File: src/mtse_pkg.sv
// shared types, codes and constants of the modbus tcp server engine
package mtse_pkg;

  // default sizing
  localparam int DEF_TABLE_DEPTH    = 1024;
  localparam int DEF_MAX_DATA_BYTES = 32;

  // request frame layout: mbap header, function code, start, count, byte count
  localparam int HEAD_BYTES = 13;
  localparam int HDR_KEEP   = 12;

  // input actions
  localparam logic [1:0] ACT_FRAME  = 2'd0;
  localparam logic [1:0] ACT_SET_DI = 2'd1;
  localparam logic [1:0] ACT_SET_IR = 2'd2;

  // function codes
  localparam logic [7:0] FC_RD_COILS = 8'd1;
  localparam logic [7:0] FC_RD_DI    = 8'd2;
  localparam logic [7:0] FC_RD_HR    = 8'd3;
  localparam logic [7:0] FC_RD_IR    = 8'd4;
  localparam logic [7:0] FC_WR_COIL  = 8'd5;
  localparam logic [7:0] FC_WR_REG   = 8'd6;
  localparam logic [7:0] FC_WR_COILS = 8'd15;
  localparam logic [7:0] FC_WR_REGS  = 8'd16;

  // response status codes
  localparam logic [1:0] ST_OK       = 2'd0;
  localparam logic [1:0] ST_RANGE    = 2'd1;
  localparam logic [1:0] ST_COIL     = 2'd2;
  localparam logic [1:0] ST_OVERSIZE = 2'd3;

  // coil on value, high byte
  localparam logic [7:0] COIL_ON = 8'hFF;

  // command kinds passed from front to back
  typedef enum logic [1:0] {
    CMD_SET_DI,
    CMD_SET_IR,
    CMD_REQUEST
  } cmd_kind_t;

  typedef struct packed {
    cmd_kind_t                 kind;
    logic [9:0]                addr;
    logic [15:0]               value;
    logic                      over;
    logic [HDR_KEEP-1:0][7:0]  hdr;
  } cmd_t;

  // back end status seen by the front end
  typedef struct packed {
    logic clearing;
    logic req_done;
  } bk_stat_t;

endpackage

File: src/mtse_queue.sv
// two-entry command queue between front and back end
module mtse_queue (
  input  logic            clk,
  input  logic            rst_n,
  input  logic            push,
  input  mtse_pkg::cmd_t  push_data,
  output logic            full,
  input  logic            pop,
  output logic            pop_valid,
  output mtse_pkg::cmd_t  pop_data
);
  import mtse_pkg::*;

  cmd_t       ent_r [2];
  logic       wp_r, wp_nxt;
  logic       rp_r, rp_nxt;
  logic [1:0] cnt_r, cnt_nxt;

  assign full      = (cnt_r == 2'd2);
  assign pop_valid = (cnt_r != 2'd0);
  assign pop_data  = ent_r[rp_r];

  // pointer and fill update
  always_comb begin
    wp_nxt  = wp_r;
    rp_nxt  = rp_r;
    cnt_nxt = cnt_r;
    if (push) begin
      wp_nxt = ~wp_r;
    end
    if (pop) begin
      rp_nxt = ~rp_r;
    end
    case ({push, pop})
      2'b10:   cnt_nxt = cnt_r + 2'd1;
      2'b01:   cnt_nxt = cnt_r - 2'd1;
      default: cnt_nxt = cnt_r;
    endcase
  end

  always_ff @(posedge clk) begin
    if (!rst_n) begin
      wp_r  <= 1'b0;
      rp_r  <= 1'b0;
      cnt_r <= 2'd0;
    end else begin
      wp_r  <= wp_nxt;
      rp_r  <= rp_nxt;
      cnt_r <= cnt_nxt;
    end
  end

  // entry storage
  always_ff @(posedge clk) begin
    if (push) begin
      ent_r[wp_r] <= push_data;
    end
  end

endmodule

File: config.mk
export PLATFORM = sky130hd
export DESIGN_NAME = mtse_queue
export DESIGN_NICKNAME = d
export VERILOG_FILES = /design/src/mtse_pkg.sv /design/src/mtse_queue.sv
export SDC_FILE = /design/constraint.sdc
export NUM_CORES = 1
export LEC_CHECK = 0
export BUFFER_PORTS_ARGS = -buffer_cell sky130_fd_sc_hd__buf_2
export CORE_ASPECT_RATIO = 0.75
export CORE_MARGIN = 1.5
export CORE_UTILIZATION = 52
export DETAILED_ROUTE_END_ITERATION = 8
export GPL_TIMING_DRIVEN = 0
export PLACE_DENSITY = 0.9
export SLEW_MARGIN = 40
export SYNTH_ARGS = -nofsm -noshare
export SYNTH_HDL_FRONTEND = slang
export SYNTH_SLANG_ARGS = --single-unit
File: constraint.sdc
create_clock -name clk -period 8.7 [get_ports clk]
set_clock_uncertainty 0.2 [all_clocks]
set_input_delay 1.305 -clock clk [delete_from_list [all_inputs] [get_ports clk]]
set_output_delay 1.305 -clock clk [all_outputs]
set_load 0.05 [all_outputs]
==> results.json <==
{
  "netlist_instances": 411,
  "synth-main-ff-cell": "edfxtp_1",
  "synth.distinct_cells": 19,
  "setup_tns_ns": 0,
  "yosys.area.top_type": "edfxtp_1",
  "critPathLaunchType": "flip-flop",
  "slowest_delay_ns": 0.32,
  "hold_depth": 2,
  "hold_buffers": 0,
  "rsz0062_at_grt": "false",
  "rows": 42,
  "overflow": 0,
  "grt_max_degree": 41,
  "synthSimpleGateAreaFrac": 0.00597,
  "yosysWarnings": 0,
  "tightest_slew_ns": 0.404,
  "postRouteAntennaNets": 0,
  "postSynth.asyncResetShare": 0,
  "synth_area_per_cell_um2": 23.0,
  "drive_above_1_share": 0.612,
  "hold_slack_ns": 0.321,
  "design_area_um2": 12000,
  "synth.most_common_cell": "edfxtp_1",
  "post-route-drc-count": 0,
  "fin_crit_sh": 0.392,
  "area_growth_pct": 26.7,
  "critPathRequiredTime_ns": 7.19,
  "clk_path_buf_depth": 3,
  "setup_violations": 0,
  "drt_pass1_iterations": 4,
  "synthAdderAreaFrac": 0.00133,
  "wl_um": 17800,
  "die-area_um2": 19000,
  "synth_top_area_share": 0.796,
  "drtIter0Drc": 223,
  "cts_root_buffer": "clkbuf_16",
  "stdcell_count": 965,
  "hold_violations": 0,
  "critical_path.most_common_cell": "buf_6",
  "clock.fmax_ghz": 0.293,
  "cts_tree": "yes",
  "hpwl_um": 12700,
  "wl_met1_um": 6860,
  "dieHeight_um": 120,
  "worstSetupEndpointType": "output port",
  "pin_count": 256,
  "grtUsageTotal": 0.181,
  "dpl_cell_area_um2": 11200,
  "synth_top_family_by_area": "multiplexers",
  "grt_pass1_wl_um": 26300,
  "via_per_inst": 4.98,
  "cts_sinks": 255,
  "die_w_um": 159,
  "synth-seq-area-share": 0.806,
  "wl_per_cell_um": 18.4,
  "synthTopCellsByCount": "edfxtp_1, mux2_2, mux2_4, buf_2, buf_6",
  "postCtsSetupRepairBufs": 0,
  "cts_buffers": 24,
  "placement.io_buffers": 255,
  "top_layer_used": "met5",
  "final_net_count": 832,
  "clkTransAtPathRegs_ns": 0.06,
  "cp.arrival_ns": 1.91,
  "power_w": 0.00291,
  "start_util": 0.533,
  "worstPathCellList": "buf_6, buf_6, buf_6, mux2_4, buf_2",
  "p_leak_nw": 4.62,
  "path_class": "reg2out",
  "gp_congestion": 0.713,
  "dp.cells": 918,
  "syn_area_um2": 9440,
  "grt_pass1_vias": 5186,
  "synth.area.mux_share": 0.169,
  "status": "complete, no violations",
  "cp_slowest_cell": "dfxtp_1",
  "cap_violations": 0,
  "min_period_ns": 3.41,
  "ys_top_cells_by_area": "edfxtp_1, mux2_2, mux2_4",
  "wl_met3_um": 1580,
  "slew_violations": 0,
  "htreeDepth": 1,
  "syn_nets": 541,
  "wl_met2_um": 8910,
  "cts_repair_resize_count": 0,
  "antenna_found_initial": 6,
  "synth_edf_count": 250,
  "clkLatencyLatePin_ns": 0.50,
  "ir_worst_vdd_v": 0.000167,
  "synthXorXnorAreaFrac": 0.00278,
  "ys_seq_elements": 255,
  "num_vias": 4804,
  "max_slew_margin": 0.730,
  "synth_compound_gate_area_share": 0.00212,
  "p_per_area_nw_per_um2": 243,
  "hp-class": "reg2reg",
  "core_area_um2": 17700,
  "reg2reg_depth": 3,
  "crit_fanout": 10,
  "fill_cells": 1166
}
-- layer usage --
metal / global-route usage / up-vias
met3: 0.0646 / 34
met4: 0.0473 / 4
met1: 0.209 / 2361
met2: 0.320 / 190
li1: - / 2215
met5: 0 / -
-- state kept, by name, indices dropped and copies added (netlist names), named ones only --
name and count:
ent_r 250, cnt_r 2, rp_r 1, wp_r 1
-- layout make-up --
cell class                 instances  area [um^2]  share of cell area
sequential                       255         7610               0.637
multi-input combinational        141         1720               0.144
timing repair buffer             265         1450               0.122
clock buffer                      31          648              0.0542
tap                              242          303              0.0253
buffer                            14          114             0.00953
clock inverter                    12         91.3             0.00764
antenna                            4         10.0            0.000838
inverter                           1         3.75            0.000314
-- path summary, 6_finish.rpt --
| kind | from | to | slack [ns] |
|---|---|---|---|
| setup / recovery | flip-flop | pop_data[88] | 5.29 |
| hold / removal | cnt_r[1] | cnt_r[1] | 0.32 |
| setup reg to reg | wp_r | ent_r[1][106] | 6.85 |
| hold reg to reg | cnt_r[1] | cnt_r[1] | 0.32 |
-- cells by family after synthesis --
logic type | Yosys count
AND/OR/NAND/NOR | 9
buffers and inverters | 15
flip-flops | 255
XOR/XNOR | 3
adder cells (fa/ha/maj) | 1
AO/OA/AOI/OAI | 3
multiplexers | 125
-- layout by cell type (no fill, tap or decap), types with 3 or more instances in the layout --
cell type	instances
and2_1	3
buf_12	3
buf_2	262
buf_6	7
buf_8	6
clkbuf_1	6
clkbuf_16	25
clkinv_1	5
clkinv_2	3
dfxtp_1	5
diode_2	4
edfxtp_1	250
mux2_2	75
mux2_4	50
-- worst max-delay path, delay by kind of cell (launching register included) --
family                 cells  cell delay (ns)
buffers and inverters      4             0.76
flip-flops                 1             0.32
multiplexers               1             0.32
-- per-stage QoR --
step	setup WS, ns	utilization
final	5.29	0.675
after global placement	-0.991	0.622
after detailed placement	5.79	0.633
after global routing	5.21	0.675
after floorplan	1.26	-
after CTS	5.24	0.674
-- report_power, final --
part           switching [W]  total (W)  internal [W]
registers          0.0000162    0.00144       0.00142
logic               0.000339   0.000496      0.000157
clock network       0.000416   0.000973      0.000558
No activity file was read; power rests on OpenSTA's default activity.
