===== src/mtse_pkg.sv =====
// shared types, codes and constants of the modbus tcp server engine
package mtse_pkg;

  // default sizing
  localparam int DEF_TABLE_DEPTH    = 1024;
  localparam int DEF_MAX_DATA_BYTES = 32;

  // request frame layout: mbap header, function code, start, count, byte count
  localparam int HEAD_BYTES = 13;
  localparam int HDR_KEEP   = 12;

  // input actions
  localparam logic [1:0] ACT_FRAME  = 2'd0;
  localparam logic [1:0] ACT_SET_DI = 2'd1;
  localparam logic [1:0] ACT_SET_IR = 2'd2;

  // function codes
  localparam logic [7:0] FC_RD_COILS = 8'd1;
  localparam logic [7:0] FC_RD_DI    = 8'd2;
  localparam logic [7:0] FC_RD_HR    = 8'd3;
  localparam logic [7:0] FC_RD_IR    = 8'd4;
  localparam logic [7:0] FC_WR_COIL  = 8'd5;
  localparam logic [7:0] FC_WR_REG   = 8'd6;
  localparam logic [7:0] FC_WR_COILS = 8'd15;
  localparam logic [7:0] FC_WR_REGS  = 8'd16;

  // response status codes
  localparam logic [1:0] ST_OK       = 2'd0;
  localparam logic [1:0] ST_RANGE    = 2'd1;
  localparam logic [1:0] ST_COIL     = 2'd2;
  localparam logic [1:0] ST_OVERSIZE = 2'd3;

  // coil on value, high byte
  localparam logic [7:0] COIL_ON = 8'hFF;

  // command kinds passed from front to back
  typedef enum logic [1:0] {
    CMD_SET_DI,
    CMD_SET_IR,
    CMD_REQUEST
  } cmd_kind_t;

  typedef struct packed {
    cmd_kind_t                 kind;
    logic [9:0]                addr;
    logic [15:0]               value;
    logic                      over;
    logic [HDR_KEEP-1:0][7:0]  hdr;
  } cmd_t;

  // back end status seen by the front end
  typedef struct packed {
    logic clearing;
    logic req_done;
  } bk_stat_t;

endpackage


===== src/mtse_front.sv =====
// front end: takes input transfers, collects frames, queues commands
module mtse_front #(
  parameter int  MAX_DATA_BYTES = mtse_pkg::DEF_MAX_DATA_BYTES,
  localparam int DW = (MAX_DATA_BYTES > 1) ? $clog2(MAX_DATA_BYTES) : 1
) (
  input  logic                clk,
  input  logic                rst_n,
  input  logic                in_valid,
  output logic                in_ready,
  input  logic [1:0]          in_action,
  input  logic [7:0]          in_frame_byte,
  input  logic                in_frame_last,
  input  logic [9:0]          in_point_address,
  input  logic [15:0]         in_point_value,
  output logic                q_push,
  output mtse_pkg::cmd_t      q_data,
  input  logic                q_full,
  input  mtse_pkg::bk_stat_t  stat,
  input  logic [DW-1:0]       dm_raddr,
  output logic [7:0]          dm_rdata
);
  import mtse_pkg::*;

  localparam int STORE_DEPTH = HEAD_BYTES + MAX_DATA_BYTES;
  localparam int LW          = $clog2(STORE_DEPTH + 1);
  localparam logic [LW-1:0] STORE_LEN = LW'(STORE_DEPTH);
  localparam logic [LW-1:0] HEAD_LEN  = LW'(HEAD_BYTES);
  localparam logic [LW-1:0] KEEP_LEN  = LW'(HDR_KEEP);

  logic [7:0]               dmem [MAX_DATA_BYTES];
  logic [7:0]               dm_rdata_r;
  logic [HDR_KEEP-1:0][7:0] hdr_r;
  logic [HDR_KEEP-1:0][7:0] hdr_nxt;
  logic [LW-1:0]            len_r, len_nxt;
  logic                     over_r, over_nxt;
  logic                     req_pend_r, req_pend_nxt;
  logic                     accept;
  logic                     is_frame;
  logic                     room;
  logic                     dm_we;
  logic [LW-1:0]            dm_off;

  assign in_ready = !stat.clearing && !q_full && !req_pend_r;
  assign accept   = in_valid && in_ready;
  assign is_frame = (in_action == ACT_FRAME);
  assign room     = (len_r < STORE_LEN);
  assign dm_we    = accept && is_frame && room && (len_r >= HEAD_LEN);
  assign dm_off   = len_r - HEAD_LEN;

  // header bytes including the one on the port now
  always_comb begin
    hdr_nxt = hdr_r;
    if (accept && is_frame && room && (len_r < KEEP_LEN)) begin
      hdr_nxt[len_r[3:0]] = in_frame_byte;
    end
  end

  // command towards the back end
  always_comb begin
    q_push = accept && ((in_action == ACT_SET_DI) || (in_action == ACT_SET_IR) ||
                        (is_frame && in_frame_last));
    case (in_action)
      ACT_SET_DI: q_data.kind = CMD_SET_DI;
      ACT_SET_IR: q_data.kind = CMD_SET_IR;
      default:    q_data.kind = CMD_REQUEST;
    endcase
    q_data.addr  = in_point_address;
    q_data.value = in_point_value;
    q_data.over  = over_r || !room;
    q_data.hdr   = hdr_nxt;
  end

  // frame length, overflow and request pending
  always_comb begin
    len_nxt      = len_r;
    over_nxt     = over_r;
    req_pend_nxt = req_pend_r;
    if (stat.req_done) begin
      req_pend_nxt = 1'b0;
    end
    if (accept && is_frame) begin
      if (in_frame_last) begin
        len_nxt      = '0;
        over_nxt     = 1'b0;
        req_pend_nxt = 1'b1;
      end else if (room) begin
        len_nxt = len_r + LW'(1);
      end else begin
        over_nxt = 1'b1;
      end
    end
  end

  always_ff @(posedge clk) begin
    if (!rst_n) begin
      len_r      <= '0;
      over_r     <= 1'b0;
      req_pend_r <= 1'b0;
    end else begin
      len_r      <= len_nxt;
      over_r     <= over_nxt;
      req_pend_r <= req_pend_nxt;
    end
  end

  // header bytes held until overwritten by a later frame
  always_ff @(posedge clk) begin
    hdr_r <= hdr_nxt;
  end

  // frame data store
  always_ff @(posedge clk) begin
    if (dm_we) begin
      dmem[dm_off[DW-1:0]] <= in_frame_byte;
    end
    dm_rdata_r <= dmem[dm_raddr];
  end

  assign dm_rdata = dm_rdata_r;

  // no transfer while a request is still with the back end
  a_pend_block: assert property (@(posedge clk) disable iff (!rst_n)
    req_pend_r |-> !in_ready)
    else $error("input ready while a request is pending");

  // the queue is never pushed when full
  a_no_overflow: assert property (@(posedge clk) disable iff (!rst_n)
    q_push |-> !q_full)
    else $error("command queue overflow");

  // a last byte restarts frame collection
  a_frame_restart: assert property (@(posedge clk) disable iff (!rst_n)
    (accept && is_frame && in_frame_last) |=> (len_r == '0 && !over_r))
    else $error("frame length not restarted after last byte");

endmodule


===== config.mk =====
export PLATFORM = sky130hd
export DESIGN_NAME = mtse_front
export DESIGN_NICKNAME = d
export VERILOG_FILES = /design/src/mtse_pkg.sv /design/src/mtse_front.sv
export SDC_FILE = /design/constraint.sdc
export NUM_CORES = 1
export LEC_CHECK = 0
export BUFFER_PORTS_ARGS = -buffer_cell sky130_fd_sc_hd__buf_2
export CAP_MARGIN = 30
export CELL_PAD_IN_SITES_DETAIL_PLACEMENT = 1
export CELL_PAD_IN_SITES_GLOBAL_PLACEMENT = 1
export CORE_MARGIN = 1.5
export CORE_UTILIZATION = 35
export DETAILED_ROUTE_END_ITERATION = 10
export GPL_ROUTABILITY_DRIVEN = 0
export GPL_TIMING_DRIVEN = 0
export PLACE_DENSITY_LB_ADDON = 0.15
export SLEW_MARGIN = 15
export SYNTH_ARGS = -nofsm -noshare
export SYNTH_HDL_FRONTEND = slang
export SYNTH_SLANG_ARGS = --single-unit
export TNS_END_PERCENT = 5

===== constraint.sdc =====
create_clock -name clk -period 3.5 [get_ports clk]
set_clock_uncertainty 0.15 [all_clocks]
set_input_delay 0.525 -clock clk [delete_from_list [all_inputs] [get_ports clk]]
set_output_delay 0.525 -clock clk [all_outputs]
set_load 0.01 [all_outputs]

==> results.txt <==
- The first global-routing pass estimated between 50 and 60 mm of wire.
- Fill cell count: slightly below 4000
- Counting along the longest clock path gives a buffer depth of 3.
- Switching component of the power: between 1.5 and 2 mW
* Count of H-tree levels built during CTS: 2
- Relative to the synthesized area, the layout overhead comes to 21.0%.
* Clock latency on the worst-skew pair: 0.53 ns
- Start point of the worst hold path: stat[0]
* Worst slew margin: between 30 and 40%
- Number of antenna cells inserted: 0
- First-pass iteration count of the detailed router: 4
- Averaged over all synthesized cells, the footprint is ~18 µm².
- CTS Sinks: around 370
- The synthesized design spends more area on one cell type than any other, namely sky130_fd_sc_hd__edfxtp_1.
* Cell Pwr Density: about 550 nW/µm²
* Main synth FF type: sky130_fd_sc_hd__edfxtp_1
* Critical path startpoint category: flip-flop
- Top cells by instance count after synthesis: sky130_fd_sc_hd__edfxtp_1, sky130_fd_sc_hd__dfxtp_1, sky130_fd_sc_hd__mux2_2, sky130_fd_sc_hd__mux4_2, sky130_fd_sc_hd__nor2_1
- Hold timing on the final database bottoms out at a slack of ~0.10 ns.
- Total grt overflow: 0
- By area the synthesized netlist is led by sky130_fd_sc_hd__edfxtp_1, sky130_fd_sc_hd__dfxtp_1, sky130_fd_sc_hd__mux4_2.
- Along the worst path, the maximum fanout reaches 10.
- Minimum clock period after layout: approximately 3.7 ns
- Pin placement for this block handled between 150 and 200 I/O pins.
* FF+latch count, synth: ~370
- In this run, placement finished with an instance count of between 1000 and 1500.
- R2r startpoint: len_r[0]
* Number of remaining DRC errors: 0
- Timing would allow up to between 200 and 300 MHz.
* Vert. Die Dim: around 200 µm
- Gr usage total: about 17%
- Syn Inst Count: a little under 800
- The floorplan has 73 rows.
* Share of post-route cells with drive strength above 1: 45.1%
* Port Buffers: around 150
- Counting flops with a built-in enable in the synthesized netlist gives roughly 260.
- Total detailed-routing wirelength: about 35 mm
- Summed over all failing endpoints, the final setup total negative slack is -9.77 ns.
- The initial antenna violation count came to 0.
- The routed layout has 7655 vias.
* Ordered cell list for the critical path: clkbuf_1 -> inv_1 -> ha_1 -> and3b_1 -> o21ai_0 -> buf_2 -> nand4_1 -> nor2_2
- In this run switching power makes up slightly above 20% of total power.
- Comb pwr share: under 10%
- Post-synth top area share: 54.8%
- Reg power frac: between 50% and 60%
- Total nets after synthesis: roughly 840
- Setup slack on the critical path of the routed design comes to -0.220 ns.
* CP Capture Type: flip-flop
* RSZ-0062 raised after global routing: true
- Dividing the detail-routed via count by the number of cells gives between 4 and 5.
- Buffer cell driving the clock tree root: sky130_fd_sc_hd__clkbuf_16
- Share of async-settable or async-resettable flops after synthesis: 0%
- CP Data Arrival Time: approximately 3.7 ns
- Count of endpoints failing hold in the final timing report: 0
* Startpoint of the most critical setup path: len_r[0]
* Core area: 39600 µm²
* Dominant cell by count in the synthesized netlist: sky130_fd_sc_hd__edfxtp_1
* Syn Std Cell Area: 14000 µm²
* Critical path type: reg2reg
- MaxCap Viol Count: 0
- Setup violations, final: 64
- Detailed-route wire length per cell: 22.8 µm
- Die area: between 40000 and 50000 µm²
- The worst hold path belongs to the class in2reg.
- Worst-margin pin slew: ~1 ns
* Sum of net half-perimeters after detailed placement: approximately 23 mm
- Setup Slack @ Placement: -0.488 ns
- Post-synthesis sequential area ratio: 70.8%
* Cts-stage hold buffer count: 0
* Result of the run: finished with violations
- Entering global routing, the biggest net connects 36 pins.
- Clock tree from TritonCTS: done
- Via count of the first global-routing pass: between 8000 and 9000
* Leakage power of the design: about 6.3 nW
* Portion of total power attributed to the clock network: between 40 and 50%
* Master of the slowest instance on the critical path: sky130_fd_sc_hd__nor2_2
- Number of clock buffers inserted by TritonCTS: between 40 and 50
- Measured along the x axis, the die boundary spans between 200 and 250 µm.
- Part of the cycle the worst path needs: 106%
- Internal power consumption: between 7 and 8 mW
* Final nets: ~1000
* Required time at the endpoint of the critical path: ~3.5 ns
- Post-route antenna net violation count: 0
* Largest stage delay on the critical path: 0.72 ns
- Starting DRT DRC Count: between 300 and 400
- The initial utilization of the core area, before any placement, comes to 35.4%.
- The total count of max-transition violations in the final report was 0.
- Violated checks: setup timing
- Distinct cells, synth: 45
* Yosys warning count: 0
* Final std cells w/o fill: between 1500 and 2000
* Maximum vdd ir drop: about 310 µV
- Grouping stages by cell kind, the critical path spends the most delay in simple AND/OR/NAND/NOR gates.
- Together, buffers and inverters on the worst path number 3.
- Clock transition time at the flip-flop clock pins of the worst setup and hold paths: approximately 0.06 ns
-- cells by family (layout without fill, tap and decap cells) --
| group | after synthesis | in the layout | share of synthesized area [%] |
|---|---|---|---|
| buffers and inverters | 71 | 304 | 2.68 |
| DFF | 368 | 368 | 70.8 |
| adders and majority gates | 9 | 9 | 0.803 |
| AOI/OAI and AO/OA | 60 | 60 | 2.83 |
| muxes | 162 | 162 | 18.1 |
| and+or+nand+nor | 115 | 115 | 4.76 |
-- worst paths after layout --
path,endpoint,slack [ns],cells past startpoint
worst max register to register,dmem[27][5],-0.22,8
worst min register to register,hdr_r[11],0.31,1
worst max-delay path,dmem[27][5],-0.22,8
worst min-delay path,req_pend_r,0.10,3
-- placed cells by master, fill, tap and decap left out, types with 8 or more instances in the layout --
cell | synthesis | final
sky130_fd_sc_hd__nand2_4 | 8 | 8
sky130_fd_sc_hd__mux2_2 | 88 | 88
sky130_fd_sc_hd__nor2_1 | 42 | 11
sky130_fd_sc_hd__edfxtp_1 | 256 | 256
sky130_fd_sc_hd__o22ai_1 | 33 | 33
sky130_fd_sc_hd__mux4_2 | 64 | 64
sky130_fd_sc_hd__nand2b_1 | 8 | 8
sky130_fd_sc_hd__nor2_2 | 0 | 26
sky130_fd_sc_hd__nor4_1 | 8 | 8
sky130_fd_sc_hd__mux2_1 | 8 | 8
sky130_fd_sc_hd__nand2_1 | 16 | 14
sky130_fd_sc_hd__clkbuf_1 | 22 | 34
sky130_fd_sc_hd__buf_4 | 26 | 33
sky130_fd_sc_hd__ha_1 | 9 | 9
sky130_fd_sc_hd__inv_1 | 9 | 9
sky130_fd_sc_hd__buf_2 | 9 | 161
sky130_fd_sc_hd__clkbuf_16 | 0 | 43
sky130_fd_sc_hd__dfxtp_1 | 112 | 112
-- layer usage --
layer	routed length [µm]	global-route usage [%]	up-vias
met2	17200	28.7	189
met3	2120	3.72	43
met1	15300	22.9	3954
li1	-	-	3469
met4	589	4.31	0
met5	0	0	-
-- flip-flops by register name, summed over array words and instances (netlist names) --
signal      cells
hdr_r          96
dm_rdata        8
req_pend_r      1
dmem          256
over_r          1
len_r           6
-- worst register-to-register path: stages, from the launching register on --
cell                       delay [ns]
sky130_fd_sc_hd__dfxtp_1         0.35
sky130_fd_sc_hd__clkbuf_1        0.22
sky130_fd_sc_hd__inv_1           0.21
sky130_fd_sc_hd__ha_1            0.28
sky130_fd_sc_hd__and3b_1         0.20
sky130_fd_sc_hd__o21ai_0         0.30
sky130_fd_sc_hd__buf_2           0.30
sky130_fd_sc_hd__nand4_1         0.61
sky130_fd_sc_hd__nor2_2          0.73
-- layout make-up --
type | count | area, µm² | share of cell area [%]
multi-input cells | 346 | 3830 | 22.6
plain buffers | 62 | 343 | 2.02
clock inverters | 10 | 98.8 | 0.583
well taps | 525 | 657 | 3.87
inverters | 9 | 33.8 | 0.199
clock buffers | 62 | 1220 | 7.18
repair buffers | 161 | 851 | 5.02
flip-flops and latches | 368 | 9930 | 58.5
-- per-stage QoR --
stage	instance area (µm²)	util (%)	total power [mW]
final	17000	42.8	9.33
after CTS	16800	42.5	9.43
after floorplan	14000	-	5.03
after detailed placement	15500	39.0	5.24
after global routing	17000	42.8	9.63
after global placement	15400	38.9	5.23
-- timing repair --
action                     CTS  global route
setup buffers                2             5
setup endpoints to repair  280           231
resized for setup           17            24
pin swaps                    1             2
-- power by group through the flow --
stage               registers (mW)  logic (mW)  clock network, mW
floorplan                     4.80       0.234                  0
global placement              4.79       0.444                  0
detailed placement            4.79       0.449                  0
CTS                           4.70       0.450               4.29
global route                  4.70       0.475               4.46
finish                        4.70       0.438               4.19
Power figures use the tool's default switching activity.
